**src/xxh_pkg.sv**
```systemverilog
// ----------------------------------------------------------------------------
// xxh_pkg
// Shared constants, operation codes and the command and status bundles
// that join the xxHash64 controller and datapath.
// ----------------------------------------------------------------------------
package xxh_pkg;

    localparam logic [63:0] PRIME1 = 64'd11400714785074694791;
    localparam logic [63:0] PRIME2 = 64'd14029467366897019727;
    localparam logic [63:0] PRIME3 = 64'd1609587929392839161;
    localparam logic [63:0] PRIME4 = 64'd9650029242287828579;
    localparam logic [63:0] PRIME5 = 64'd2870177450012600261;

    localparam int ROT_ROUND = 31;
    localparam int ROT_LONG  = 27;
    localparam int ROT_WORD  = 23;
    localparam int ROT_BYTE  = 11;
    localparam int AV_SHIFT1 = 33;
    localparam int AV_SHIFT2 = 29;
    localparam int AV_SHIFT3 = 32;

    localparam logic [3:0] FULL_WORD = 4'd8;
    localparam logic [3:0] HALF_WORD = 4'd4;

    typedef enum logic [4:0] {
        OP_NONE,
        OP_ACCEPT,
        OP_INIT,
        OP_RND_A,
        OP_RND_B,
        OP_CONV,
        OP_MRG_A,
        OP_MRG_B,
        OP_MRG_C,
        OP_ADDLEN,
        OP_TL_A,
        OP_TL_B,
        OP_TL_C,
        OP_W4_A,
        OP_W4_B,
        OP_B_A,
        OP_B_B,
        OP_AV_A,
        OP_AV_B,
        OP_DONE
    } op_t;

    typedef struct packed {
        op_t  op;
        logic mul_start;
    } cmd_t;

    typedef struct packed {
        logic last;
        logic full;
        logic seen;
        logic idx_last;
        logic buf_more;
        logic part_ge4;
        logic part_nz;
        logic out_free;
        logic mul_busy;
        logic mul_done;
    } sts_t;

    function automatic logic [63:0] rotl64(input logic [63:0] v, input int r);
        rotl64 = (v << r) | (v >> (64 - r));
    endfunction

endpackage

```
**src/xxh_ctrl.sv**
```systemverilog
// ----------------------------------------------------------------------------
// xxh_ctrl
// Controller: sequences word intake, stripe rounds, lane convergence,
// tail folding and avalanche over the shared multiplier.
// ----------------------------------------------------------------------------
module xxh_ctrl
(
    input  logic          clk,
    input  logic          rst_n,
    input  logic          in_valid,
    output logic          in_ready,
    input  xxh_pkg::sts_t sts,
    output xxh_pkg::cmd_t cmd
);
    import xxh_pkg::*;

    typedef enum logic [4:0] {
        S_IDLE, S_CHECK, S_INIT, S_RND_A, S_RND_B, S_CONV,
        S_MRG_A, S_MRG_B, S_MRG_C, S_ADDLEN, S_TL_CHK, S_TL_A, S_TL_B, S_TL_C,
        S_W4_CHK, S_W4_A, S_W4_B, S_B_CHK, S_B_A, S_B_B, S_AV_A, S_AV_B, S_DONE
    } state_t;

    state_t state_reg, state_next;
    logic   wait_reg, wait_next;
    logic   is_mul;
    op_t    op;

    always_comb
    begin
        is_mul = 1'b1;
        unique case (state_reg)
            S_RND_A: op = OP_RND_A;
            S_RND_B: op = OP_RND_B;
            S_MRG_A: op = OP_MRG_A;
            S_MRG_B: op = OP_MRG_B;
            S_MRG_C: op = OP_MRG_C;
            S_TL_A:  op = OP_TL_A;
            S_TL_B:  op = OP_TL_B;
            S_TL_C:  op = OP_TL_C;
            S_W4_A:  op = OP_W4_A;
            S_W4_B:  op = OP_W4_B;
            S_B_A:   op = OP_B_A;
            S_B_B:   op = OP_B_B;
            S_AV_A:  op = OP_AV_A;
            S_AV_B:  op = OP_AV_B;
            S_IDLE:  begin op = OP_ACCEPT; is_mul = 1'b0; end
            S_INIT:  begin op = OP_INIT;   is_mul = 1'b0; end
            S_CONV:  begin op = OP_CONV;   is_mul = 1'b0; end
            S_ADDLEN: begin op = OP_ADDLEN; is_mul = 1'b0; end
            S_DONE:  begin op = OP_DONE;   is_mul = 1'b0; end
            default: begin op = OP_NONE;   is_mul = 1'b0; end
        endcase
    end

    always_comb
    begin
        state_next = state_reg;
        wait_next  = wait_reg;
        if (is_mul)
        begin
            if (!wait_reg)
                wait_next = 1'b1;
            else if (sts.mul_done)
            begin
                wait_next = 1'b0;
                unique case (state_reg)
                    S_RND_A: state_next = S_RND_B;
                    S_RND_B: state_next = !sts.idx_last ? S_RND_A
                                        : (sts.last ? S_CONV : S_IDLE);
                    S_MRG_A: state_next = S_MRG_B;
                    S_MRG_B: state_next = S_MRG_C;
                    S_MRG_C: state_next = sts.idx_last ? S_ADDLEN : S_MRG_A;
                    S_TL_A:  state_next = S_TL_B;
                    S_TL_B:  state_next = S_TL_C;
                    S_TL_C:  state_next = S_TL_CHK;
                    S_W4_A:  state_next = S_W4_B;
                    S_W4_B:  state_next = S_B_CHK;
                    S_B_A:   state_next = S_B_B;
                    S_B_B:   state_next = S_B_CHK;
                    S_AV_A:  state_next = S_AV_B;
                    default: state_next = S_DONE;
                endcase
            end
        end
        else
        begin
            unique case (state_reg)
                S_IDLE:   if (in_valid) state_next = S_CHECK;
                S_CHECK:  state_next = sts.full ? S_INIT : (sts.last ? S_CONV : S_IDLE);
                S_INIT:   state_next = S_RND_A;
                S_CONV:   state_next = sts.seen ? S_MRG_A : S_ADDLEN;
                S_ADDLEN: state_next = S_TL_CHK;
                S_TL_CHK: state_next = sts.buf_more ? S_TL_A : S_W4_CHK;
                S_W4_CHK: state_next = sts.part_ge4 ? S_W4_A : S_B_CHK;
                S_B_CHK:  state_next = sts.part_nz ? S_B_A : S_AV_A;
                S_DONE:   if (sts.out_free) state_next = S_IDLE;
                default:  state_next = S_IDLE;
            endcase
        end
    end

    always_ff @(posedge clk or negedge rst_n)
    begin
        if (!rst_n)
        begin
            state_reg <= S_IDLE;
            wait_reg  <= 1'b0;
        end
        else
        begin
            state_reg <= state_next;
            wait_reg  <= wait_next;
        end
    end

    assign in_ready      = (state_reg == S_IDLE);
    assign cmd.op        = op;
    assign cmd.mul_start = is_mul && !wait_reg;

endmodule

```
**config.mk**
```make
export PLATFORM = sky130hd
export DESIGN_NAME = xxh_ctrl
export DESIGN_NICKNAME = d
export VERILOG_FILES = /design/src/xxh_pkg.sv /design/src/xxh_ctrl.sv
export SDC_FILE = /design/constraint.sdc
export NUM_CORES = 1
export LEC_CHECK = 0
export ABC_AREA = 1
export BUFFER_PORTS_ARGS = -buffer_cell sky130_fd_sc_hd__buf_2
export CAP_MARGIN = 10
export CORE_MARGIN = 5
export CORE_UTILIZATION = 47
export DETAILED_ROUTE_END_ITERATION = 8
export PLACE_DENSITY_LB_ADDON = 0.2
export SETUP_SLACK_MARGIN = 0.02
export SYNTH_ARGS = -nofsm -noshare
export SYNTH_HDL_FRONTEND = slang
export SYNTH_SLANG_ARGS = --single-unit
```
**constraint.sdc**
```tcl
create_clock -name clk -period 1.7 [get_ports clk]
set_input_delay 0.17 -clock clk [delete_from_list [all_inputs] [get_ports clk]]
set_output_delay 0.17 -clock clk [all_outputs]
set_load 0.005 [all_outputs]
```
# After elaboration in Yosys (flattened, before gate mapping)
# Index checks and enable logic that the tools add are counted.
# classes
mux,19
n_reduce_logical,6
n_eq_ne,26
# ops
op,n
$pmux W5 S19,1
$pmux W5 S12,1
$pmux W5 S9,1
$eq A5 B4 Y1 const B,8
$eq A5 B5 Y1 const B,7
$mux W5,7
$eq A5 B3 Y1 const B,4
$reduce_or A14 Y1,1
$mux W3,4
$eq A5 B2 Y1 const B,2
$mux W4,2
$eq A5 B1 Y1 const B,1
$logic_not A5 Y1,1
$ne A2 B2 Y1 const B,2
$reduce_and A4 Y1,1
$mux W1,3
$ne A3 B2 Y1 const B,1
$ne A3 B3 Y1 const B,1
$reduce_or A2 Y1,1
$logic_and A1 B1 Y1,1
$logic_not A1 Y1,1
# totals
ff_bits,6
in_bits,13

# Depth between registers and ports, before layout
# Gate-level depths: netlist of run 1.
# depth
depth_word,6
ltp_mapped,13

# Least setup slack after synthesis of run 1
# Ideal clock, no wire load.
# synth_timing
path_type,reg2reg
start,register state_reg[1]
end,register state_reg[1]
t_arrival_ps,1510
path_slack_ps,73
stages_incl_launch_ff,11
n_path_buf,0
cell_sequence,dfrtp_1 > nor2_2 > nand3_1 > nand3_2 > nor2_4 > nand3_4 > nand2_4 > nand2_4 > nand2_4 > nand2_1 > nand2_1
# synth_via
elab_chain_len,6
word_cells_on_any_way,36
# synth_lines
element,line,rtl
start: declaration,xxh_ctrl.sv:23,"state_t state_reg, state_next;"
start signal: assignment,xxh_ctrl.sv:111,state_reg <= state_next;
$eq A5 B5 Y1,"xxh_ctrl.sv:31, xxh_ctrl.sv:66",
$reduce_or A2 Y1 (no source line),-,
$pmux W5 S12,xxh_ctrl.sv:66,unique case (state_reg)
$mux W5,xxh_ctrl.sv:63,else if (sts.mul_done)
$mux W5,xxh_ctrl.sv:61,if (!wait_reg)
$mux W5,xxh_ctrl.sv:59,if (is_mul)
# Parallel ways exist; a longest one is shown, timed or not. The select of a mux whose other input is x is not followed.
# A chain may end at the register's enable or synchronous reset.

==> out/summary.md, run 1 <==
The via density per instance is 5.582. Buffers inserted during clock tree synthesis total 3. Data on the critical path is required at its endpoint by 1530 ps. The commonest non-fill, non-tap cell in the layout was nand2_1. The run gives 237 as the layout net count. Once layout is complete, the cells apart from fillers number 249.

The run gives 240 as the number of placed cells counting well taps. In the layout the commonest cells are nand2_1 (38), buf_4 (30), nand3_1 (21), buf_2 (18), inv_1 (14). Routability-driven placement finished with a final weighted congestion of 0.9446. The setup slack at placement is -46.42 ps. Cells fill 78.72% of the core in the end. The delay of the slowest cell on the worst path was 470 ps. In the global route stage, overall resource usage came out at 25.95%.

The aggregate routed wire length was 3829 um. The initialized floorplan defines 16 standard-cell rows. The post-route netlist has 48.65% of its cells at a drive strength greater than 1. Entering global routing, the biggest net connects 9 pins. The number of setup violations in the final report was 10. The number of buffers and inverters on the critical path is 2.

Clock tree synthesis found a total of 6 sinks. The checks that failed: setup timing. The cell count after synthesis came out at 165. The register with the most flip-flops in the layout has 5 of them.

The final route contains 1390 vias. The number of top-level pins is 20. The critical path arrival was 1710 ps; the HPWL after detailed placement was 2673 um. The H-tree depth came out at 1.

For the worst relative slew slack, the log shows 81.52%. The design draws 3.133 mW. In this run the cell area measured after placement is 1339 sq um.

Number of search-and-repair iterations in the first detailed-routing pass: 4. The tightest hold path in the finished design has a slack of 226.4 ps. The tools report the largest voltage drop on the vdd net as 1.476 mV. The worst clock skew is 24.77 ps, and the cell area after synthesis is 987.2 sq um. The worst setup path is launched from a register. A synthesized cell averages 5.983 sq um. Fill cells in the final layout number 139.

Global routing finished with a remaining overflow of 0. In this run, the number of DRC markers left after iteration 0 of detailed routing was 74. Compared with the post-synthesis result, the final layout area differs by 58.05%. TritonCTS built the clock tree. The die width is 55.83 um, and the clock network latency to the later pin of the worst-skew pair is 280 ps. Along the worst path, the maximum fanout reaches 5. The count of max-cap constraint violations is 0. The critical path goes through buf_6, nor2_4, nand3_2, nand3_2, nor2_4, a31oi_2, buf_2. Dividing total power by cell area gives a power density of 2008 nW/um^2. After detailed routing, the average wire length per cell comes to 15.38 um. The synthesized design contains 6 register bits. The run finished, with violations left. After layout, the worst path uses 110.4% of the clock period. At the pin with the least slew margin, the transition time is 276.6 ps.

The post-CTS clock slew at the launch and capture registers of the worst setup and hold paths was 70 ps. The floorplan step defined a die boundary enclosing 3117 sq um. The count of buffers added on input and output ports is 18. In this run the worst hold path is classified as primary input to register. After detailed routing, the number of remaining DRC violations is 0. The worst setup path is of the register to output pin kind. Derived from the worst setup path, the maximum achievable clock frequency is 533.0 MHz. The worst setup path is captured at an output pin. When the netlist entered floorplanning its net count stood at 178. The global-route wire length before repair was 6203 um. For the minimum setup slack in the final design, the log shows -176.1 ps. With fillers left out, the area of the finished cells amounts to 1560 sq um. Cell type of the slowest stage on the worst timing path: dfrtp_2.

The shortest clock period the worst path allows after layout came out at 1876 ps. For the setup total negative slack, the log shows -861.2 ps. Setup repair after global routing could not meet its margin everywhere. The largest delay contributor family on the critical path is simple AND/OR/NAND/NOR gates. For this run, the register share of the synthesized area comes to 15.21%. The tools report the core box area as 1982 sq um.

0 antenna diodes ended up in the layout. The tools report the number of nets with antenna violations after routing as 0. The initial core utilization came out at 49.81%. The tools report the buffer type at the clock tree root as clkbuf_4. The number of hold-slack violations in the final timing report was 0; the via count of the first global-routing pass was 1360. In this run the deepest clock path goes through 2 buffers.

For the count of yosys warnings during synthesis, the log shows 0. The logs give 0 for the number of pins exceeding their max-slew limit in the final report and 0.8943 nW for the static leakage. Number of antenna violations at the first check in global routing: 0. The floorplan step set the die height to 55.83 um.

The number of distinct library cell variants in the gate-level netlist after synthesis was 25.
path summary, 6_finish.rpt:
path                       cells after the start    startpoint            to  slack [ps]
min                                            3        sts[0]      wait_reg         230
min in group asynchronous                      2         rst_n      wait_reg         260
max reg2reg                                   10  state_reg[0]  state_reg[2]         -70
max in group asynchronous                      2         rst_n  state_reg[4]        1250
min reg2reg                                    1      wait_reg      wait_reg         550
max                                            7  state_reg[0]        cmd[0]        -180
synth_stat cells (all sizes together):
cell type | n | share of area (%)
nand2 | 48 | 21
nand3 | 35 | 23
nor2 | 25 | 13
inv | 18 | 6.8
nand4 | 8 | 5.1
dfrtp | 6 | 15
nor3 | 6 | 3.0
o21ai | 5 | 2.5
a21oi | 3 | 2.7
buf | 3 | 2.0
o22ai | 2 | 1.3
a21o | 1 | 0.76
a31oi | 1 | 0.63
and2 | 1 | 0.63
nor4 | 1 | 0.63
o2111ai | 1 | 0.89
or2 | 1 | 0.63
worst reg2reg max path, stage by stage (launching register included):
cell	delay, ps
dfrtp_2	450
buf_6	150
nor2_4	50
nand3_2	90
nand3_2	120
nor2_4	180
nand3_4	130
a21oi_4	270
nand2_4	90
nand2_1	70
nand2_1	50
report_power, final:
part	leakage [nW]	switching (mW)	internal [mW]
clock network	0.0138	0.0721	0.0811
logic	0.812	1.50	1.12
registers	0.0688	0.126	0.228
total	0.894	1.70	1.43
per-layer routing:
metal  vias up  global-route usage (%)  wire, um
li1        672                       -         -
met1       619                   29.22      1506
met2        79                   40.54      1695
met3        20                   6.497       377
met4         0                   22.03       250
met5         -                       0         0
cell type report:
| type | count | area, sq um | area share, % |
|---|---|---|---|
| inverter | 18 | 67.56 | 4.330 |
| clock buffer | 3 | 22.52 | 1.443 |
| multi-input combinational | 138 | 864.6 | 55.41 |
| sequential | 6 | 156.4 | 10.02 |
| tap | 27 | 33.78 | 2.165 |
| timing repair buffer | 57 | 415.4 | 26.62 |
cells by family (layout without fill, tap and decap cells):
kind of cell           count (synthesis)  in the layout  share of synthesized area, %
DFF                                    6              6                         15.21
buffers and inverters                 21             78                         8.871
AOI/OAI and AO/OA                     13             13                         8.746
and+or+nand+nor                      125            125                         67.18
what timing repair did:
item                       CTS  global route
buffers inserted             7             0
gates resized for setup     43             1
setup endpoints to repair   11            11
pin swaps                   14             4
hold buffers                 1             0
hold endpoints to repair     6             0
Power figures use the tool's default switching activity.
==> run 2: changes to the inputs <==
- PLACE_DENSITY_LB_ADDON: 0.2 -> 0.05
==> out/summary.md, run 2 (synthesized netlist as in run 1, its figures left out) <==
The flow ran to the end, but the final reports show violations. The final reports fail on setup timing. The flip-flop count of the largest register, all copies and words added is 5, and the worst relative slew slack is 81.64%. For the core box area, the log shows 1982 sq um. The number of top-level pins was 20; the HPWL after detailed placement was 2696 um.

For the final routed database, the setup TNS stands at -2056 ps. The layout net count was 250. In the global route stage, overall resource usage came out at 26.86%. The number of diodes is 0. The worst endpoint required time was 1530 ps; the post-route worst hold slack was 261.6 ps. Once the floorplan was initialized, standard cells occupied 49.81% of the core. For the detailed-route via count, the log shows 1616. The critical path starts at state_reg[3]. Cells fill 88.57% of the core in the end.

The minimum setup slack in the final design is -260.8 ps. CTS placed an instance of clkbuf_4 at the clock tree root. For the finished layout, the period the worst path requires is 1961 ps. The routed design has 4859 um of wire. The number of clock buffers added by TritonCTS is 3. The tools report the iteration-0 DRC count of the detailed router as 151. The library cell used most frequently in the layout, excluding fill and tap cells, is nand2_1.

Net switching is 54.63% of the power. In this run the worst path has a maximum fanout of 4. TritonCTS built the clock tree. In the layout the commonest cells are nand2_1 (38), buf_4 (35), nand3_1 (20), buf_2 (18), buf_6 (16). The logs give 510.0 MHz for the highest clock frequency the design can meet and 3117 sq um for the full die area. Share of the clock period used by the worst path after layout: 115.3%. In this run the worst hold path is classified as primary input to register. The floorplan step set the die height to 55.83 um. For the largest voltage drop on the vdd net, the log shows 1.872 mV.

The fraction of final layout cells sized beyond drive strength 1 was 53.62%. The critical path arrival is 1790 ps, and the number of rows in the core area is 16. Across the run, the number of max-cap violations was 0.

For the via count of the first global-routing pass, the log shows 1426. Relative to the synthesized area, the layout overhead comes to 77.82%. The later pin in the worst-skew pair is clocked with a latency of 260 ps. The placed instances occupy a cell area of 1331 sq um. The classification of the worst setup path is register to output pin. After detailed placement, the design holds a cell count of 239. The tools report the final routed DRC violation total as 0. At the pin with the least slew margin, the transition time is 273.2 ps.

In this run the most critical hold path is launched from sts[0]. Per report_power, the combinational group accounts for 85.8% of the total. The H-tree depth was 1. In this run, flip-flops and latches consume 10.2% of the power. The final weighted congestion in routability-driven placement was 1.039; the worst clock skew was 15.19 ps. The post-route non-filler standard cell count is 262. The global-route congestion overflow total came out at 0. The clock network burns 4.0% of the power. The global-route wire length before repair is 6665 um, and the die width is 55.83 um.

The finished layout cell area is 1755 sq um, and the sink count of the clock tree is 6. The port buffer count came out at 18. The number of hold-slack violations in the final timing report came out at 0. Post-detailed-route wirelength per cell: 18.55 um. Power spread over the standard cell area amounts to 2034 nW/um^2. The critical path capture point type is an output pin. Clock-pin slew was measured on the worst setup and hold paths at 60 ps.

Setup repair after global routing could not meet its margin everywhere. The logs give 1.620 mW for the cell-internal power and 5 for the number of search-and-repair iterations in the first detailed-routing pass. Number of pins exceeding their max-slew limit in the final report: 0. The count of nets left with antenna violations once routing finished came out at 0. The number of antenna violations at the first check in global routing is 0, and the number of setup violations in the final report is 12. In the routed layout, each cell is associated on average with a via count of 6.168.

In this run the power spent charging and discharging nets is 1.951 mW. The nature of the critical path startpoint is a register. For this design the static power due to leakage is 0.9767 nW. Origin of the critical flop-to-flop path: state_reg[3]. Entering global routing, the biggest net connects 11 pins. The maximum clock insertion buffer count was 2.
-- run 2: critical path, stage by stage, from the launching register on --
cell and delay [ps]:
dfrtp_2 450, buf_6 140, nor2_4 170, buf_6 150, nand2_1 70, inv_1 150
nor2_4 80, a31oi_4 170, buf_2 140
-- run 2: area by class of cell --
| type | count | area (sq um) |
|---|---|---|
| inverters | 18 | 72.57 |
| fillers | 102 | 226.5 |
| repair buffers | 70 | 543.0 |
| clock buffers | 3 | 22.52 |
| multi-input cells | 138 | 927.1 |
| flip-flops and latches | 6 | 156.4 |
| well taps | 27 | 33.78 |
-- run 2: metal layers --
| layer | GRT usage [%] | wire length (um) | vias to the layer above |
|---|---|---|---|
| li1 | - | - | 699 |
| met1 | 31.86 | 1841 | 742 |
| met2 | 45.10 | 2185 | 142 |
| met3 | 7.657 | 619 | 33 |
| met4 | 11.19 | 214 | 0 |
| met5 | 0 | 0 | - |
-- run 2: path summary, 6_finish.rpt --
| path | slack (ps) | cells after the start | end |
|---|---|---|---|
| worst max-delay path | -260 | 8 | cmd[0] |
| worst min-delay path | 260 | 3 | wait_reg |
| worst max register to register | -190 | 11 | state_reg[1] |
| worst min register to register | 600 | 2 | state_reg[2] |
| max in group asynchronous | 1230 | 2 | state_reg[1] |
| min in group asynchronous | 280 | 2 | wait_reg |
-- run 2: what timing repair did --
item / 4_1_cts / 5_1_grt
pin swaps: 18 / 18
hold buffers: 1 / 0
gates cloned: 0 / 0
buffers inserted: 11 / 12
endpoints found under the setup margin: 13 / 13
endpoints found under the hold margin: 6 / 0
gates resized for setup: 35 / 30
-- run 2: power by group through the flow --
stage / Clock (mW) / Combinational [mW] / Sequential (mW)
2_1_floorplan: 0 / 1.45 / 0.274
3_3_place_gp: 0 / 2.21 / 0.296
3_5_place_dp: 0 / 2.23 / 0.301
4_1_cts: 0.138 / 2.49 / 0.326
5_1_grt: 0.151 / 3.30 / 0.370
6_report: 0.142 / 3.06 / 0.365
-- run 2: through the flow --
step | worst slack, ps | power [mW]
6_report | -260.8 | 3.571
3_5_place_dp | -92.02 | 2.533
3_3_place_gp | -69.28 | 2.503
4_1_cts | -127.2 | 2.950
2_1_floorplan | 72.76 | 1.724
5_1_grt | -324.6 | 3.819
==> run 3: changes to the inputs <==
- REMOVE_ABC_BUFFERS: unset -> 1
==> out/summary.md, run 3 (synthesized netlist as in run 1, its figures left out) <==
The tools report the number of nets with antenna violations after routing as 0. The number of search-and-repair iterations in the first detailed-routing pass was 5. The largest voltage drop on the vdd net was 1.783 mV; the aggregate routed wire length was 3889 um. Summing all multi-input logic gate instances after layout gives 870.8 sq um. The logs give 37.16% for the met2 routing resource usage after global routing and 1 for the H-tree depth. For the fill cell instance count of the final layout, the log shows 141.

The run gives 80.18% as the fraction of the core area covered by cells at the end of the flow. In this run the core area contains 16 standard-cell rows. The shortest clock period the worst path allows after layout was 1853 ps. The synthesis-to-finish area growth was 60.96%; the setup total negative slack was -1411 ps. The tree is rooted in a clkbuf_4. The longest clock path from root to sink contains 2 buffers. The die is 55.83 um tall. The fraction of final layout cells sized beyond drive strength 1 was 51.80%. The via density per instance is 5.751. The library cell used most frequently in the layout, excluding fill and tap cells, is nand2_1. The worst pin sits at a relative slew slack of 82.13%. Routability-driven placement finished with a final weighted congestion of 0.9180. The clock net in this run drives a total of 6 sinks. The maximum number of pins on one net before global-route repair is 9. The core region is 1982 sq um.

Maximum net fanout on the critical path: 6. The number of diodes came out at 0. The top cell types in the final layout, fill and taps aside, are nand2_1 (32), buf_4 (28), nand3_1 (23), buf_2 (17). For the pin with the worst max-slew slack, the measured transition is 267.4 ps. Input and output buffers added on the ports amount to 18.

Pin placement for this block handled 20 I/O pins. The logs give 4.640% for the global-route track usage on met3 and 156.4 sq um for the register cell area after layout. The tool flagged a number of max-cap violations equal to 0. The tightest min-delay check is of the primary input to register type. The run gives 30.97% as the met1 track utilization from global routing.

Counting the buffers created by CTS gives 3. Global routing consumed, over all layers together, 22.68% of the routing resources. The run gives 270.6 ps as the post-route worst hold slack. The run gives 1820 ps as the worst endpoint required time.

The first global-routing pass estimated 5782 um of wire. Number of hold-slack violations in the final timing report: 0. The tools report the critical path capture point type as a register.

The static leakage was 0.9015 nW. The die is 55.83 um wide. HPWL after detailed placement: 2683 um. The power density over the cells came out at 2133 nW/um^2. The worst setup path is launched from a register. STA puts the critical path data arrival time at 1980 ps. The logs give 1258 for the via count of the first global-routing pass and -153.1 ps for the minimum setup slack in the final design.

The global-route congestion overflow total is 0, and the number of antenna violations at the first check in global routing is 0. Detailed routing inserted a total of 1432 vias. TritonCTS built the clock tree. The register with the most flip-flops in the layout has 5 of them. Based on the critical path, the design can be clocked at up to 539.6 MHz.

After detailed routing, the number of remaining DRC violations is 0. The number of pins exceeding their max-slew limit in the final report was 0. In this run the most used layer during global routing was met2. Setup slack on the worst reg-to-reg path comes out at -150 ps.

Clock skew on the completed layout was measured at 3.853 ps. The initial core utilization is 49.81%. Dividing the detail-routed wire length by the instance count gives 15.62 um. For this block, the initial DRC count from the detailed router was 118.

Setup violations remaining at the end of the flow were counted as 11. After clock tree synthesis, the clock-pin slew on the worst setup and hold paths is 40 ps. The final reports fail on setup timing.

The run finished, with violations left. For the worst-skew pair, the clock arrives at the later sink with an insertion delay of 240 ps. The floorplan step defined a die boundary enclosing 3117 sq um.

The share of the clock period used by the worst path after layout works out to 109.0%. Setup repair after global routing could not meet its margin everywhere. The critical path is of the register to register type.

In the final design database the tool counted 237 nets.
run 3: final timing paths:
kind,end,depth (start not counted),startpoint
max in group asynchronous,state_reg[1],2,rst_n
hold reg to reg,wait_reg,1,wait_reg
setup / recovery,state_reg[0],9,state_reg[2]
min in group asynchronous,wait_reg,2,rst_n
setup reg to reg,state_reg[0],9,state_reg[2]
hold / removal,wait_reg,3,sts[0]
run 3: what timing repair did:
action / in CTS / in global routing
hold endpoints to repair: 6 / 0
hold buffers: 1 / 0
resized for setup: 16 / 36
buffers inserted: 5 / 4
setup endpoints to repair: 13 / 11
pin swaps: 2 / 13
run 3: where the power goes:
part	leakage, nW	internal (mW)	switching, mW
clock network	0.0138	0.0793	0.0429
registers	0.0688	0.228	0.147
logic	0.819	1.28	1.61
total	0.902	1.59	1.80
run 3: final cells by class:
cell class | instances | share of cell area (%)
multi-input combinational | 138 | 54.80
timing repair buffer | 57 | 27.56
sequential | 6 | 9.843
inverter | 18 | 4.252
tap | 27 | 2.126
clock buffer | 3 | 1.417
run 3: metal layers:
metal	vias to the layer above	part of all wire, %
met1	627	39
met4	0	4.1
met3	18	10
li1	681	-
met5	-	0
met2	106	47
run 3: metrics by stage:
step / worst slack (ps) / cell area, sq um / power, mW / instances
after floorplan: -93.01 / 967.2 / 1.688 / 162
after global placement: -132.7 / 1309 / 2.473 / 236
after detailed placement: -151.6 / 1309 / 2.512 / 236
after CTS: -112.3 / 1419 / 2.816 / 245
after global routing: -236.2 / 1589 / 3.619 / 249
final: -153.1 / 1589 / 3.390 / 249
run 3: worst max-delay path: stages (launching register included):
cell	delay (ps)
dfrtp_2	450
buf_6	150
nand4_1	140
nand3_2	120
nor2_4	210
nand3_4	140
a21oi_4	280
nand2_4	120
nand2_2	80
nand2_1	50
